`src/design/ogru_pkg.sv`:
```
// Shared types, constants and codes for the occupancy grid ray update unit.
package ogru_pkg;

  // Field and port widths
  localparam int COORD_W    = 12;
  localparam int LO_W       = 16;
  localparam int SUM_W      = LO_W + 1;
  localparam int APB_DATA_W = 32;
  localparam int CFG_ADDR_W = 5;

  // Default grid dimensions
  localparam int DEF_GRID_X = 32;
  localparam int DEF_GRID_Y = 32;
  localparam int DEF_GRID_Z = 16;

  // Register reset values, signed Q8.8
  localparam logic signed [LO_W-1:0] RST_HIT_INC   = 16'sd217;
  localparam logic signed [LO_W-1:0] RST_MISS_INC  = -16'sd100;
  localparam logic signed [LO_W-1:0] RST_LOWER     = -16'sd507;
  localparam logic signed [LO_W-1:0] RST_UPPER     = 16'sd507;
  localparam logic signed [LO_W-1:0] RST_OCCUPIED  = 16'sd104;

  typedef enum logic [2:0] {
    OP_NEW_SCAN  = 3'd0,
    OP_BEGIN_RAY = 3'd1,
    OP_OBSERVE   = 3'd2,
    OP_END_RAY   = 3'd3,
    OP_CLEAR_MAP = 3'd4,
    OP_QUERY     = 3'd5
  } op_t;

  typedef enum logic [1:0] {
    CS_UNKNOWN  = 2'd0,
    CS_FREE     = 2'd1,
    CS_OCCUPIED = 2'd2
  } cell_status_t;

  typedef enum logic [2:0] {
    REG_HIT_INC  = 3'd0,
    REG_MISS_INC = 3'd1,
    REG_LOWER    = 3'd2,
    REG_UPPER    = 3'd3,
    REG_OCCUPIED = 3'd4
  } reg_idx_t;

  typedef enum logic [3:0] {
    S_CLEAR_ALL,
    S_IDLE,
    S_ROW,
    S_CELL,
    S_READ,
    S_SUM,
    S_UPDATE,
    S_SWEEP_KNOWN,
    S_SWEEP_MARK,
    S_DONE
  } ctrl_state_t;

  typedef struct packed {
    logic [2:0]                opcode;
    logic signed [COORD_W-1:0] cell_x;
    logic signed [COORD_W-1:0] cell_y;
    logic signed [COORD_W-1:0] cell_z;
    logic                      hit_flag;
  } item_t;

  typedef struct packed {
    logic                   accepted;
    logic                   inside_grid;
    logic signed [LO_W-1:0] cell_log_odds;
    logic [1:0]             cell_status;
  } result_t;

  typedef struct packed {
    logic signed [LO_W-1:0] hit_increment;
    logic signed [LO_W-1:0] miss_increment;
    logic signed [LO_W-1:0] lower_clamp;
    logic signed [LO_W-1:0] upper_clamp;
    logic signed [LO_W-1:0] occupied_level;
  } cfg_t;

  // Commands from the controller to the datapath
  typedef struct packed {
    logic capture;
    logic calc_row;
    logic calc_cell;
    logic mem_read;
    logic calc_sum;
    logic update;
    logic sweep_known;
    logic sweep_mark;
    logic load_result;
  } ctrl_cmd_t;

  // Status from the datapath to the controller
  typedef struct packed {
    op_t  op;
    logic sweep_last;
  } dp_status_t;

endpackage

```
`src/design/ogru_apb_regs.sv`:
```
// APB configuration registers for the occupancy grid ray update unit.
module ogru_apb_regs (
  input  logic                               clk,
  input  logic                               rst,
  input  logic                               psel,
  input  logic                               penable,
  input  logic                               pwrite,
  input  logic [ogru_pkg::CFG_ADDR_W-1:0]    paddr,
  input  logic [ogru_pkg::APB_DATA_W-1:0]    pwdata,
  output logic [ogru_pkg::APB_DATA_W-1:0]    prdata,
  output logic                               pready,
  output ogru_pkg::cfg_t                     cfg
);
  import ogru_pkg::*;

  reg_idx_t idx;
  logic     wr_en;

  assign pready = 1'b1;
  assign idx    = reg_idx_t'(paddr[CFG_ADDR_W-1:2]);
  assign wr_en  = psel && penable && pwrite && pready;

  // Register writes; addresses past the list are ignored.
  always_ff @(posedge clk) begin
    if (rst) begin
      cfg.hit_increment  <= RST_HIT_INC;
      cfg.miss_increment <= RST_MISS_INC;
      cfg.lower_clamp    <= RST_LOWER;
      cfg.upper_clamp    <= RST_UPPER;
      cfg.occupied_level <= RST_OCCUPIED;
    end else if (wr_en) begin
      unique case (idx)
        REG_HIT_INC:  cfg.hit_increment  <= pwdata[LO_W-1:0];
        REG_MISS_INC: cfg.miss_increment <= pwdata[LO_W-1:0];
        REG_LOWER:    cfg.lower_clamp    <= pwdata[LO_W-1:0];
        REG_UPPER:    cfg.upper_clamp    <= pwdata[LO_W-1:0];
        REG_OCCUPIED: cfg.occupied_level <= pwdata[LO_W-1:0];
        default: ;
      endcase
    end
  end

  // Read back, sign-extended to the bus width.
  always_comb begin
    unique case (idx)
      REG_HIT_INC:  prdata = APB_DATA_W'(cfg.hit_increment);
      REG_MISS_INC: prdata = APB_DATA_W'(cfg.miss_increment);
      REG_LOWER:    prdata = APB_DATA_W'(cfg.lower_clamp);
      REG_UPPER:    prdata = APB_DATA_W'(cfg.upper_clamp);
      REG_OCCUPIED: prdata = APB_DATA_W'(cfg.occupied_level);
      default:      prdata = '0;
    endcase
  end

endmodule

```
`config.mk`:
```
export PLATFORM = sky130hd
export DESIGN_NAME = ogru_apb_regs
export DESIGN_NICKNAME = d
export VERILOG_FILES = /design/src/design/ogru_pkg.sv /design/src/design/ogru_apb_regs.sv
export SDC_FILE = /design/constraint.sdc
export NUM_CORES = 1
export LEC_CHECK = 0
export ABC_AREA = 0
export BUFFER_PORTS_ARGS = -buffer_cell sky130_fd_sc_hd__buf_2
export CELL_PAD_IN_SITES_DETAIL_PLACEMENT = 1
export CELL_PAD_IN_SITES_GLOBAL_PLACEMENT = 1
export CORE_MARGIN = 5
export CORE_UTILIZATION = 32
export DETAILED_ROUTE_END_ITERATION = 8
export PLACE_DENSITY_LB_ADDON = 0.1
export SKIP_LAST_GASP = 1
export SYNTH_ARGS = -nofsm -noshare
export SYNTH_HDL_FRONTEND = slang
export SYNTH_SLANG_ARGS = --single-unit
```
`constraint.sdc`:
```
create_clock -name clk -period 1.8 [get_ports clk]
set_clock_uncertainty 0.05 [all_clocks]
set_input_delay 0.18 -clock clk [delete_from_list [all_inputs] [get_ports clk]]
set_output_delay 0.18 -clock clk [all_outputs]
set_load 0.005 [all_outputs]
```
Yosys cells after proc, flatten, opt, wreduce, memory -nomap -nowiden

Index checks and enable logic that the tools add are counted.

Bits of input ports: 42
Output and inout port bits: 113
Bits in registers: 80
Word-level logic and storage cells: 18

Reduce and logical (&&, ||, !) cells: 8
Muxes and demuxes: 1
Equal/unequal tests: 4

Operator list:

| operator             | count |
|---|---|
| $pmux W32 S5         | 1 |
| $reduce_and A2 Y1    | 5 |
| $eq A3 B2 Y1 const B | 2 |
| $eq A3 B1 Y1 const B | 1 |
| $eq A3 B3 Y1 const B | 1 |
| $logic_not A3 Y1     | 1 |
| $logic_and A1 B1 Y1  | 2 |

Depth between registers and ports, before layout

Word-level depth: 3
Depth in mapped cells: 6
Mapped depth without buffers: 3

Worst setup path after synthesis

Ideal clock, no wire load.

Path kind: in2out
From: input paddr[2] (netlist name)
To: output prdata[16] (netlist name)
Buffers on the path: 3
Required time: 1.570 ns
Cell stages on the path: 6
Arrival: 1.742 ns
Setup slack: -0.172 ns
Cell sequence: buf_2 buf_2 mux2_2 a22oi_1 o22ai_1 buf_4

Cells in the longest elaborated chain, start to end: 2
Elaborated cells on any way between the ends: 6
Classes of those cells: eq/ne: 4; mux: 1; reduce/logical: 1

RTL lines:

| what                                       | line                | source |
|---|---|---|
| start: declaration                         | ogru_apb_regs.sv:8  | `input logic [ogru_pkg::CFG_ADDR_W-1:0] paddr,` |
| $eq A3 B3 Y1, or another cell as far along | ogru_apb_regs.sv:45 | `unique case (idx)` |
| $pmux W32 S5 *                             | ogru_apb_regs.sv:45 |  |
| end: declaration                           | ogru_apb_regs.sv:10 | `output logic [ogru_pkg::APB_DATA_W-1:0] prdata,` |

Every way passes the cells marked *; elsewhere a longest branch is shown, timed or not.

Worst setup path after layout

From: register cfg[31] (netlist name)
To: output prdata[25] (netlist name)

Cells in the longest elaborated chain, start to end: 1

RTL lines:

| what               | line                | source |
|---|---|---|
| start: declaration | ogru_apb_regs.sv:12 | `output ogru_pkg::cfg_t cfg` |
| $pmux W32 S5       | ogru_apb_regs.sv:45 |  |

Every way passes these cells.

==> summary.md <==
| Metric | Value |
|---|---|
| Site Rows | `40` |
| Clock Sinks | `80` |
| Post-route ant nets | `0` |
| Critical path capture point type | `output port` |
| Fin crit share | `0.929` |
| Worst setup path class | `register to output port` |
| Inserted Clock Buffers | `9` |
| Peak supply drop | `0.313 mV` |
| Initial antenna violation count | `0` |
| Yosys warns | `0` |
| R2r setup slk | `1.07 ns` |
| Initial DRC count | `154` |
| Finish-stage setup viols | `0` |
| Vias in the first global route | `3582` |
| Grt total ovfl | `0` |
| Largest net degree at the start of global routing | `68` |
| Biggest register | `cfg` |
| RR Endpoint | `cfg[68]` |
| Power per Cell Area | `768 nW/um^2` |
| Clk_lat worst skew | `0.33 ns` |
| MaxCap Viol Count | `0` |
| Hold WC Path Type | `input port to register` |
| Mapped Cells | `402` |
| Hold path cells | `3` |
| Die X | `121 um` |
| Drt pass-1 iters | `4` |
| Area Overhead vs Synth | `27.8%` |
| ANT cells | `0` |
| Final max-slew violation count | `0` |
| RSZ-0062 raised after global routing | `false` |
| Buffer depth of the longest clock path | `2` |
| Reg clk slew, reported paths | `0.06 ns` |
| Top Registers | `cfg x80` |
| DR vias/cell | `4.78` |
| Final setup TNS | `0 ns` |
| H-tree depth | `3` |
| Leakage | `2.34 nW` |
| Count of final hold-check violations | `0` |
| Total Routing Usage GR | `0.177` |
| Post-layout util | `0.418` |
| Worst EP arrival | `1.44 ns` |
| Share of layout cells above drive strength 1 | `0.378` |
| Worst Path Required | `1.57 ns` |
| Worst-path maximum fanout | `17` |
| Post-synthesis register bit count | `80` |
| Destination of the worst hold path | `cfg[35]` |
| CORE AREA | `12100 sq um` |
| Max FFs per register | `80` |
| Final GP Congestion | `0.766` |
| Avg WL per Cell | `18.4 um` |
| I/O pins | `155` |
| Cell area after synthesis | `3940 sq um` |
| Cell variety after synth | `27` |
| DRC violations left | `0` |
| Reg2reg path depth | `2` |
| Sequential fraction of the synthesis area | `0.406` |
| Drt total wl | `12800 um` |
| I/O Buffers | `135` |
| DIE AREA | `14600 sq um` |
| CTS tree | `yes` |
| Nets | `568` |
| Post-Syn Nets | `444` |
| Minimum clock period | `1.67 ns` |
| Critical path launch point type | `register` |
| Syn avg cell area | `9.80 sq um` |
| Maximum achievable frequency | `0.598 GHz` |
| Die Y | `121 um` |
| Initial cell density of the core | `0.327` |
| Reg2reg start | `cfg[68]` |
| Hold_sp | `pwdata[3]` |
| Hold_buf cts | `0` |
| Status | `finished, final reports clean` |
| Post-DP HPWL | `9270 um` |
| Root Driver | `clkbuf_16` |
| Vias | `3331` |
| Global-route wire length before repair | `19900 um` |
-- power by group --
part           switching [mW]  internal [mW]  leakage (nW)  total, mW
combinational           0.230          0.192          1.57      0.422
clock                   0.696          0.956         0.126       1.65
sequential             0.0111           1.78         0.647       1.80
total                   0.938           2.93          2.34       3.87
-- worst max path at each step --
| stage | start | end | slack [ns] | depth (start not counted) |
|---|---|---|---|---|
| floorplan | paddr[2] | prdata[16] | 0.11 | 6 |
| global placement | paddr[2] | prdata[4] | 0.14 | 6 |
| detailed placement | paddr[2] | prdata[25] | 0.07 | 5 |
| CTS | cfg[47] | prdata[25] | 0.07 | 4 |
| global route | cfg[47] | prdata[18] | 0.01 | 4 |
| finish | cfg[31] | prdata[25] | 0.13 | 4 |
-- cell usage after synthesis --
| library cell | n | area share |
|---|---|---|
| nor3_2 | 1 | 0.0025 |
| buf_2 | 8 | 0.010 |
| and4b_1 | 1 | 0.0025 |
| conb_1 | 1 | 0.00095 |
| nand2_2 | 1 | 0.0016 |
| and3b_1 | 1 | 0.0022 |
| mux2i_1 | 80 | 0.20 |
| nor3_1 | 1 | 0.0013 |
| dfxtp_1 | 80 | 0.41 |
| buf_1 | 1 | 0.00095 |
| mux2_2 | 16 | 0.046 |
| inv_2 | 1 | 0.00095 |
| nand3_4 | 1 | 0.0044 |
| nand4b_4 | 1 | 0.0060 |
| nor2_1 | 53 | 0.050 |
| nor2b_1 | 2 | 0.0032 |
| o22ai_1 | 16 | 0.025 |
| a31oi_1 | 1 | 0.0016 |
| buf_6 | 5 | 0.014 |
| clkbuf_1 | 14 | 0.013 |
| a21oi_1 | 1 | 0.0013 |
| nand2b_1 | 59 | 0.094 |
| nor2_2 | 1 | 0.0016 |
| a22oi_1 | 30 | 0.057 |
| and3_1 | 4 | 0.0063 |
| buf_4 | 21 | 0.040 |
| or3_4 | 1 | 0.0029 |
-- cells by family after synthesis --
group | count (synthesis) | share of synthesized area
compound gates | 48 | 0.0854
buf+inv | 50 | 0.0797
flops | 80 | 0.406
simple gates | 127 | 0.179
mux | 96 | 0.249
other cells | 1 | 0.000951
-- layer usage --
layer  up-vias  global-route usage  share of wire  routed length, um
met2        85               0.304           0.49               6280
met5         -                   0              0                  0
met1      1609               0.214           0.45               5750
met3        13              0.0420          0.045                581
li1       1624                   -              -                  -
met4         0              0.0666          0.016                211
-- worst max-delay path: stages (launching register included) --
cell,delay (ns)
dfxtp_1,0.34
mux2_2,0.28
a22oi_2,0.17
o22ai_4,0.16
buf_2,0.17
-- cells in the final DEF (no fill, tap or decap) --
| master | n |
|---|---|
| mux2_2 | 16 |
| clkbuf_16 | 9 |
| o22ai_4 | 1 |
| or3_4 | 1 |
| clkinv_2 | 1 |
| a22oi_1 | 29 |
| nor3_2 | 1 |
| a31oi_1 | 1 |
| nor3_1 | 1 |
| o22ai_1 | 15 |
| nand2_2 | 1 |
| a21oi_1 | 1 |
| nor2_2 | 1 |
| clkbuf_1 | 3 |
| buf_4 | 24 |
| a22oi_2 | 1 |
| conb_1 | 1 |
| inv_2 | 1 |
| clkbuf_8 | 1 |
| dfxtp_1 | 80 |
| nand2b_1 | 59 |
| mux2i_1 | 80 |
| and3_1 | 4 |
| nor2b_2 | 2 |
| and4b_1 | 1 |
| and3b_1 | 1 |
| buf_12 | 3 |
| nand4b_4 | 1 |
| nand3_4 | 1 |
| nor2_1 | 53 |
| buf_2 | 135 |
-- metrics by stage --
step	total power, mW	std cells	instance area, sq um	hold WS [ns]	setup slack, ns
finish	3.87	697	5040	0.0641	0.127
global route	4.05	697	5040	0.0605	0.0124
CTS	3.95	697	5040	0.0521	0.0747
detailed placement	2.26	683	4770	0.419	0.0729
global placement	2.25	683	4770	0.406	0.142
floorplan	2.10	402	3950	0.285	0.109
-- repair_timing --
item                       in CTS  in global routing
setup buffers                   0                  0
setup endpoints to repair      17                 17
gates resized for setup         2                  0
pin swaps                       0                  1
-- final cells by class --
| class | count | area, sq um |
|---|---|---|
| Clock inverter | 1 | 5.00 |
| Clock buffer | 13 | 250 |
| Sequential cell | 80 | 1600 |
| Inverter | 1 | 3.75 |
| Fill cell | 1420 | 7030 |
| Multi-Input combinational cell | 272 | 2050 |
| Tap cell | 168 | 210 |
| Timing Repair Buffer | 162 | 916 |
No activity file was read; power rests on OpenSTA's default activity.
