$ cat config.mk
export PLATFORM = sky130hd
export DESIGN_NAME = ogru_ctrl
export DESIGN_NICKNAME = d
export VERILOG_FILES = /design/src/design/ogru_pkg.sv /design/src/design/ogru_ctrl.sv
export SDC_FILE = /design/constraint.sdc
export NUM_CORES = 1
export LEC_CHECK = 0
export BUFFER_PORTS_ARGS = -buffer_cell sky130_fd_sc_hd__buf_4
export CORE_AREA = 8 8 45 47
export CTS_CLUSTER_SIZE = 25
export DETAILED_ROUTE_END_ITERATION = 16
export DIE_AREA = 0 0 53 55
export PLACE_DENSITY = 0.69
export SYNTH_ARGS = -nofsm -noshare
export SYNTH_HDL_FRONTEND = slang
export SYNTH_SLANG_ARGS = --single-unit
export TNS_END_PERCENT = 50
$ cat constraint.sdc
create_clock -name clk -period 2.6 [get_ports clk]
set_input_delay 0.52 -clock clk [delete_from_list [all_inputs] [get_ports clk]]
set_output_delay 0.52 -clock clk [all_outputs]
set_load 0.05 [all_outputs]
$ cat src/design/ogru_pkg.sv
// Shared types, constants and codes for the occupancy grid ray update unit.
package ogru_pkg;

  // Field and port widths
  localparam int COORD_W    = 12;
  localparam int LO_W       = 16;
  localparam int SUM_W      = LO_W + 1;
  localparam int APB_DATA_W = 32;
  localparam int CFG_ADDR_W = 5;

  // Default grid dimensions
  localparam int DEF_GRID_X = 32;
  localparam int DEF_GRID_Y = 32;
  localparam int DEF_GRID_Z = 16;

  // Register reset values, signed Q8.8
  localparam logic signed [LO_W-1:0] RST_HIT_INC   = 16'sd217;
  localparam logic signed [LO_W-1:0] RST_MISS_INC  = -16'sd100;
  localparam logic signed [LO_W-1:0] RST_LOWER     = -16'sd507;
  localparam logic signed [LO_W-1:0] RST_UPPER     = 16'sd507;
  localparam logic signed [LO_W-1:0] RST_OCCUPIED  = 16'sd104;

  typedef enum logic [2:0] {
    OP_NEW_SCAN  = 3'd0,
    OP_BEGIN_RAY = 3'd1,
    OP_OBSERVE   = 3'd2,
    OP_END_RAY   = 3'd3,
    OP_CLEAR_MAP = 3'd4,
    OP_QUERY     = 3'd5
  } op_t;

  typedef enum logic [1:0] {
    CS_UNKNOWN  = 2'd0,
    CS_FREE     = 2'd1,
    CS_OCCUPIED = 2'd2
  } cell_status_t;

  typedef enum logic [2:0] {
    REG_HIT_INC  = 3'd0,
    REG_MISS_INC = 3'd1,
    REG_LOWER    = 3'd2,
    REG_UPPER    = 3'd3,
    REG_OCCUPIED = 3'd4
  } reg_idx_t;

  typedef enum logic [3:0] {
    S_CLEAR_ALL,
    S_IDLE,
    S_ROW,
    S_CELL,
    S_READ,
    S_SUM,
    S_UPDATE,
    S_SWEEP_KNOWN,
    S_SWEEP_MARK,
    S_DONE
  } ctrl_state_t;

  typedef struct packed {
    logic [2:0]                opcode;
    logic signed [COORD_W-1:0] cell_x;
    logic signed [COORD_W-1:0] cell_y;
    logic signed [COORD_W-1:0] cell_z;
    logic                      hit_flag;
  } item_t;

  typedef struct packed {
    logic                   accepted;
    logic                   inside_grid;
    logic signed [LO_W-1:0] cell_log_odds;
    logic [1:0]             cell_status;
  } result_t;

  typedef struct packed {
    logic signed [LO_W-1:0] hit_increment;
    logic signed [LO_W-1:0] miss_increment;
    logic signed [LO_W-1:0] lower_clamp;
    logic signed [LO_W-1:0] upper_clamp;
    logic signed [LO_W-1:0] occupied_level;
  } cfg_t;

  // Commands from the controller to the datapath
  typedef struct packed {
    logic capture;
    logic calc_row;
    logic calc_cell;
    logic mem_read;
    logic calc_sum;
    logic update;
    logic sweep_known;
    logic sweep_mark;
    logic load_result;
  } ctrl_cmd_t;

  // Status from the datapath to the controller
  typedef struct packed {
    op_t  op;
    logic sweep_last;
  } dp_status_t;

endpackage

$ cat src/design/ogru_ctrl.sv
// Controller state machine that sequences each item through the datapath.
module ogru_ctrl (
  input  logic                   clk,
  input  logic                   rst,
  input  logic                   item_valid,
  output logic                   item_ready,
  output logic                   result_valid,
  input  logic                   result_ready,
  input  ogru_pkg::dp_status_t   status,
  output ogru_pkg::ctrl_cmd_t    cmd
);
  import ogru_pkg::*;

  ctrl_state_t state;
  ctrl_state_t state_next;
  logic        result_valid_next;

  // State and output valid registers
  always_ff @(posedge clk) begin
    if (rst) begin
      state        <= S_CLEAR_ALL;
      result_valid <= 1'b0;
    end else begin
      state        <= state_next;
      result_valid <= result_valid_next;
    end
  end

  // Next state and commands
  always_comb begin
    state_next = state;
    cmd        = '0;
    item_ready = 1'b0;
    unique case (state)
      S_CLEAR_ALL: begin
        cmd.sweep_known = 1'b1;
        cmd.sweep_mark  = 1'b1;
        if (status.sweep_last) begin
          state_next = S_IDLE;
        end
      end
      S_IDLE: begin
        item_ready = 1'b1;
        if (item_valid) begin
          cmd.capture = 1'b1;
          state_next  = S_ROW;
        end
      end
      S_ROW: begin
        cmd.calc_row = 1'b1;
        state_next   = S_CELL;
      end
      S_CELL: begin
        cmd.calc_cell = 1'b1;
        state_next    = S_READ;
      end
      S_READ: begin
        cmd.mem_read = 1'b1;
        state_next   = S_SUM;
      end
      S_SUM: begin
        cmd.calc_sum = 1'b1;
        state_next   = S_UPDATE;
      end
      S_UPDATE: begin
        cmd.update = 1'b1;
        unique case (status.op)
          OP_CLEAR_MAP: state_next = S_SWEEP_KNOWN;
          OP_NEW_SCAN:  state_next = S_SWEEP_MARK;
          default:      state_next = S_DONE;
        endcase
      end
      S_SWEEP_KNOWN: begin
        cmd.sweep_known = 1'b1;
        if (status.sweep_last) begin
          state_next = S_DONE;
        end
      end
      S_SWEEP_MARK: begin
        cmd.sweep_mark = 1'b1;
        if (status.sweep_last) begin
          state_next = S_DONE;
        end
      end
      S_DONE: begin
        if (!result_valid || result_ready) begin
          cmd.load_result = 1'b1;
          state_next      = S_IDLE;
        end
      end
      default: state_next = S_IDLE;
    endcase
  end

  // The output register holds its item until the sink takes it.
  always_comb begin
    if (cmd.load_result) begin
      result_valid_next = 1'b1;
    end else if (result_ready) begin
      result_valid_next = 1'b0;
    end else begin
      result_valid_next = result_valid;
    end
  end

`ifndef SYNTHESIS
  a_load_when_free: assert property (@(posedge clk) disable iff (rst)
    cmd.load_result |-> (!result_valid || result_ready))
    else $error("result loaded over an item not yet taken");

  a_valid_from_done: assert property (@(posedge clk) disable iff (rst)
    $rose(result_valid) |-> $past(state) == S_DONE)
    else $error("result valid raised outside the done state");

  a_sweep_exit: assert property (@(posedge clk) disable iff (rst)
    ((state == S_SWEEP_KNOWN || state == S_SWEEP_MARK) && status.sweep_last)
      |=> state == S_DONE)
    else $error("bitmap sweep did not finish into the done state");
`endif

endmodule

# Yosys cells after proc, flatten, opt, wreduce, memory -nomap -nowiden
# Index checks and enable logic that the tools add are counted.
# word_totals
reg_bits	5
input_bits	8
wordCells	45
# op_classes
reduce_logical	9
muxes	20
n_eq_ne	14
# ops
cell	count
$pmux 4 s9	1
$eq 4x3->1 const B	4
$mux 4	4
$mux 1	14
$eq 4x2->1 const B	2
$eq 4x4->1 const B	2
$pmux 4 s2	1
$ne 2x2->1 const B	3
$reduce_or 2->1	3
$eq 4x1->1 const B	1
$logic_not 4->1	1
$reduce_and 4->1	1
$eq 3x3->1 const B	1
$logic_not 3->1	1
$ne 2x1->1 const B	1
$reduce_bool 2->1	1
$logic_not 1->1	1
$logic_or 1x1->1	1

# Depth between registers and ports, before layout
# Gate-level depths: netlist of the first run.
# logic_depth
word_depth	5
depth_mapped	4

# Worst setup path after synthesis of the first run
# Ideal clock, no wire load.
# synth_timing
kind	register to output
startpoint	reg state[2]
endpoint	out cmd[5] in the netlist's numbering
path_stages_with_launch	3
setup_slack_ps	-136
arrival_time_ps	2216
cell_sequence	dfxtp_1 buf_2 nor4b_1
# synth_rtl
element	line_no	rtl
start, declared	ogru_ctrl.sv:14	ctrl_state_t state;
start signal, assigned	ogru_ctrl.sv:24	state <= state_next;
end, declared	ogru_ctrl.sv:10	output ogru_pkg::ctrl_cmd_t cmd

==> results.toml, run 1 <==
[cells_and_area]
final_common_cell = "buf_4"
area_growth_pct = 37.1
final_cell_mix = "buf_4, nand2b_1, dfxtp_1"
n_antenna_cell = 0
drive_above_1_share_pct = 36.1
nNetsFinal = 81

[clocking]
post_cts_buffers = 0
post_cts_resized = 0
numCtsBuffers = 3
cts_tree = "done"
clk_pin_slew_ns = 0.04
clk_latency_ns = 0.23
cts_root_buf = "clkbuf_4"
cts_hold_buffers = 0
cts_buffer_depth = 2
clock_sinks = 5
cts_htree_levels = 1

[global_route]
grt_pass1_wl_mm = 1.97
grt-ovfl-total = 0
grt_antenna_before_repair = 0
grt_max_degree = 17
grt_pass1_vias = 466
grt_util_all_layers_pct = 8.85

[floorplanning]
io_pins = 19
start_util_pct = 31.2
dieArea_um2 = 2920
die_w_um = 53
die_h_um = 55
coreArea_um2 = 1380
fp-row-count = 14

[setup_path]
crit_required_ns = 2.08
crit_fanout = 16
startpoint = "state[0]$_SDFFE_PP0P_"
crit_type = "register to primary output"
r2r_start = "state[0]$_SDFFE_PP0P_"
worstSetupStartpointType = "register"
endpoint_kind = "primary output"
arrival_ns = 1.72

[timing]
tightest_slew_ns = 0.522
rsz0062_at_grt = "false"
slew_viol_final = 0
skew_ns = 0.00152
slew_headroom_pct = 65.1
setup_viol = 0
fmax_ghz = 0.446
hold_viol = 0
period_minus_slack_ns = 2.24
fin_crit_sh_pct = 86.2
timing.hold.ws_ns = 0.491

[yosys]
syn_inst = 55
synth.distinct_cells = 30
syn-num-nets = 63
synth_seq_cells = 5
synth.avg_cell_area_um2 = 7.85
synth_sequential_area_ratio_pct = 23.2
postSynth.asyncResetShare_pct = 0
yosys_warnings = 0
synth_edf_count = 0
netlist_area_um2 = 432
synth_ff_type = "dfxtp_1"

[route]
wl_mm = 1.11
wire_per_inst_um = 12.6
drt_first_pass_iters = 4
vias = 471
drc = 0
vias_per_cell = 5.35
antenna_left = 0
first_iter_violations = 7

[place]
hpwl_um = 873
place_congestion = 0.745
place.port_buffers = 18

[pwr]
p_leak_nw = 0.235
powerDensity_nw_per_um2 = 1030
peakVddDrop_uv = 457
power_mw = 0.612

[hold_path]
hold_class = "primary input to register"
hp-start = "rst"

[status]
run_status = "complete, no violations"

[flow_run]
cap_violations = 0
[metrics by stage]
step	util (%)	area, µm²	setup TNS [ns]	setup slack (ns)	std cells
after global routing	42.8	592	0	0.181	88
after CTS	42.8	592	0	0.341	88
after floorplan	-	438	-0.119	-0.119	55
after detailed placement	40.9	566	0	0.600	84
final	42.8	592	0	0.358	88
after global placement	40.9	566	0	0.655	84
[final cells by class]
class / count / area [µm²]
Multi-Input combinational cell: 42 / 299
Inverter: 3 / 11.3
Sequential cell: 5 / 100
Tap cell: 16 / 20.0
Fill cell: 156 / 792
Timing Repair Buffer: 18 / 135
Clock buffer: 4 / 26.3
[sequential cells by signal (all words and copies together), names as in the netlist]
| name | cells |
|---|---|
| state | 4 |
| result_valid | 1 |
[final timing paths]
kind | end | slack, ns | cells after the start
max reg2reg | state[3]$_SDFFE_PP0P_ | 1.12 | 3
min | result_valid$_SDFFE_PP0P_ | 0.49 | 2
max | cmd[0] | 0.36 | 4
min reg2reg | result_valid$_SDFFE_PP0P_ | 0.50 | 2
[layer usage]
metal	part of all wire (%)	routed length [µm]	vias to the layer above	track usage [%]
met2	44	490	15	14.5
met1	44	491	216	9.57
met5	0	0	-	0
met3	11	118	2	3.48
met4	0.45	5	0	5.17
li1	-	-	238	-
[worst max-delay path: stages (launching register included)]
cell      delay (ns)
dfxtp_1         0.60
nand2b_1        0.16
or3b_1          0.39
nor2b_1         0.12
buf_4           0.20
[Yosys cell counts (all sizes together), types with 2 or more instances]
master  n  share of area (%)
a21oi   3                3.5
a311oi  2                4.1
a32o    2                4.6
buf     5                6.4
dfxtp   5                 23
inv     3                2.6
nand2   3                2.6
nand2b  5                7.2
nand3   2                2.3
nor2    4                3.5
nor3    3                3.5
[kinds of logic (layout without fill, tap and decap cells)]
logic type             after synthesis  after routing  synth area share (%)
and+or+nand+nor                     26             26                  35.9
AOI/OAI and AO/OA                   15             15                  29.6
buffers and inverters                8             25                  8.99
DFF                                  5              5                  23.2
muxes                                1              1                  2.32
[power by group]
part | leakage [nW] | internal (mW) | switching, mW
Sequential | 0.0407 | 0.0919 | 0.0578
Clock | 0.0150 | 0.0578 | 0.0283
Combinational | 0.180 | 0.127 | 0.248
Total | 0.235 | 0.277 | 0.335
No activity file was read; power rests on OpenSTA's default activity.
==> run 2, diff against run 1 <==
BUFFER_PORTS_ARGS = default   (was -buffer_cell sky130_fd_sc_hd__buf_4)
DONT_BUFFER_PORTS = 1   (was default)
PLACE_DENSITY = 0.57   (was 0.69)
==> run 2 against run 1 <==
Effect of this change: routed wire length up 0.81%; fmax rose by 3.2%; setup slack improved by 0.070 ns; global-route usage shrank 0.39 points; cell count down 9.1%; power is 0.35% higher; utilization fell by 2.7 points; combinational power is 6.4% higher; sequential share of layout area grew 1.1 points; register-to-register slack is essentially flat; critical endpoint unchanged.
==> results.toml, run 2 (same netlist as run 1, synthesis figures left out) <==
[floorplanning]
coreArea_um2 = 1380
fp-row-count = 14
dieArea_um2 = 2920
die_w_um = 53
io_pins = 19
start_util_pct = 31.2
die_h_um = 55

[setup_path]
arrival_ns = 1.65
worstSetupStartpointType = "register"
slowest_stage = "dfxtp_1"
endpoint_kind = "primary output"
slowest_delay_ns = 0.45
crit_fanout = 16
crit_required_ns = 2.08
crit_type = "register to primary output"
rr_worst_depth = 4
crit_chain = "nand2b_1 > or3b_1 > nor2b_1 > buf_4"

[flow_run]
cap_violations = 0

[clocking]
post_cts_resized = 0
clk_pin_slew_ns = 0.04
post_cts_buffers = 0
cts_htree_levels = 1
cts_tree = "done"
cts_buffer_depth = 2
cts_root_buf = "clkbuf_4"
numCtsBuffers = 3
clock_sinks = 5
clk_latency_ns = 0.24
cts_hold_buffers = 0

[cells_and_area]
drive_above_1_share_pct = 31.3
utilization_pct = 40.1
final_common_cell = "buf_4"
biggestRegsByFlops = "state (4), result_valid (1)"
area_growth_pct = 28.4
nNetsFinal = 73
n_antenna_cell = 0
largest_reg_flops = 4
final_cell_mix = "buf_4, nand2b_1, dfxtp_1"
regMostFlops = "state"

[timing]
setup_viol = 0
slew_viol_final = 0
skew_ns = 0.00262
fin_crit_sh_pct = 83.5
timing.hold.ws_ns = 0.350
tns_ns = 0
rsz0062_at_grt = "false"
fmax_ghz = 0.460
period_minus_slack_ns = 2.17
hold_viol = 0
setup_ws_ns = 0.428
slew_headroom_pct = 65.0
tightest_slew_ns = 0.524

[pwr]
powerDensity_nw_per_um2 = 1110
peakVddDrop_uv = 591
p_leak_nw = 0.204

[route]
vias_per_cell = 5.55
wire_per_inst_um = 13.9
wl_mm = 1.12
vias = 444
drc = 0
first_iter_violations = 8
antenna_left = 0
drt_first_pass_iters = 4

[place]
post-place-ws_ns = 0.670
place.port_buffers = 0
hpwl_um = 866
place_congestion = 0.801

[global_route]
grt_antenna_before_repair = 0
grt_max_degree = 17
grt_pass1_wl_mm = 1.87
grt-ovfl-total = 0
grt_util_all_layers_pct = 8.47
grt_pass1_vias = 407

[status]
run_status = "complete, no violations"

[hold_path]
hold_depth = 1
hold_class = "primary input to register"
-- run 2: cell types whose count changed in the layout (fill, tap and decap cells not counted), sizes merged --
cell | previous run | this run
buf | 18 | 10
-- run 2: metal layers --
metal,GRT usage (%),wire length [µm],vias to the layer above
li1,-,-,226
met1,9.71,461,202
met3,4.55,165,2
met5,0,0,-
met4,5.17,9,0
met2,12.1,479,14
-- run 2: path summary, 6_finish.rpt --
path | from | slack (ns) | end
setup / recovery | state[2]$_SDFFE_PP0P_ | 0.43 | cmd[0]
hold / removal | rst | 0.35 | result_valid$_SDFFE_PP0P_
setup reg to reg | state[0]$_SDFFE_PP0P_ | 1.12 | state[3]$_SDFFE_PP0P_
hold reg to reg | state[0]$_SDFFE_PP0P_ | 0.69 | result_valid$_SDFFE_PP0P_
-- run 2: worst max-delay path: cells and delay by family (launching register included) --
kind / cells / cell delay (ns)
buf+inv: 1 / 0.20
flops: 1 / 0.45
simple gates: 3 / 0.76
-- run 2: area by class of cell --
type                            count  area, µm²
Timing Repair Buffer               10       87.6
Multi-Input combinational cell     42        309
Clock buffer                        4       26.3
Inverter                            3       11.3
Sequential cell                     5        100
Tap cell                           16       20.0
Fill cell                         142        830
-- run 2: metrics by stage --
step           cells  area [µm²]  total power [mW]
2_1_floorplan     55         438             0.427
3_3_place_gp      76         528             0.527
3_5_place_dp      76         528             0.530
4_1_cts           80         554             0.621
6_report          80         554             0.614
5_1_grt           80         554             0.661
-- run 2: report_power, final --
part	switching (mW)	internal, mW	total, mW
clock	0.0296	0.0579	0.0875
combinational	0.272	0.127	0.400
sequential	0.0349	0.0919	0.127
total	0.337	0.277	0.614
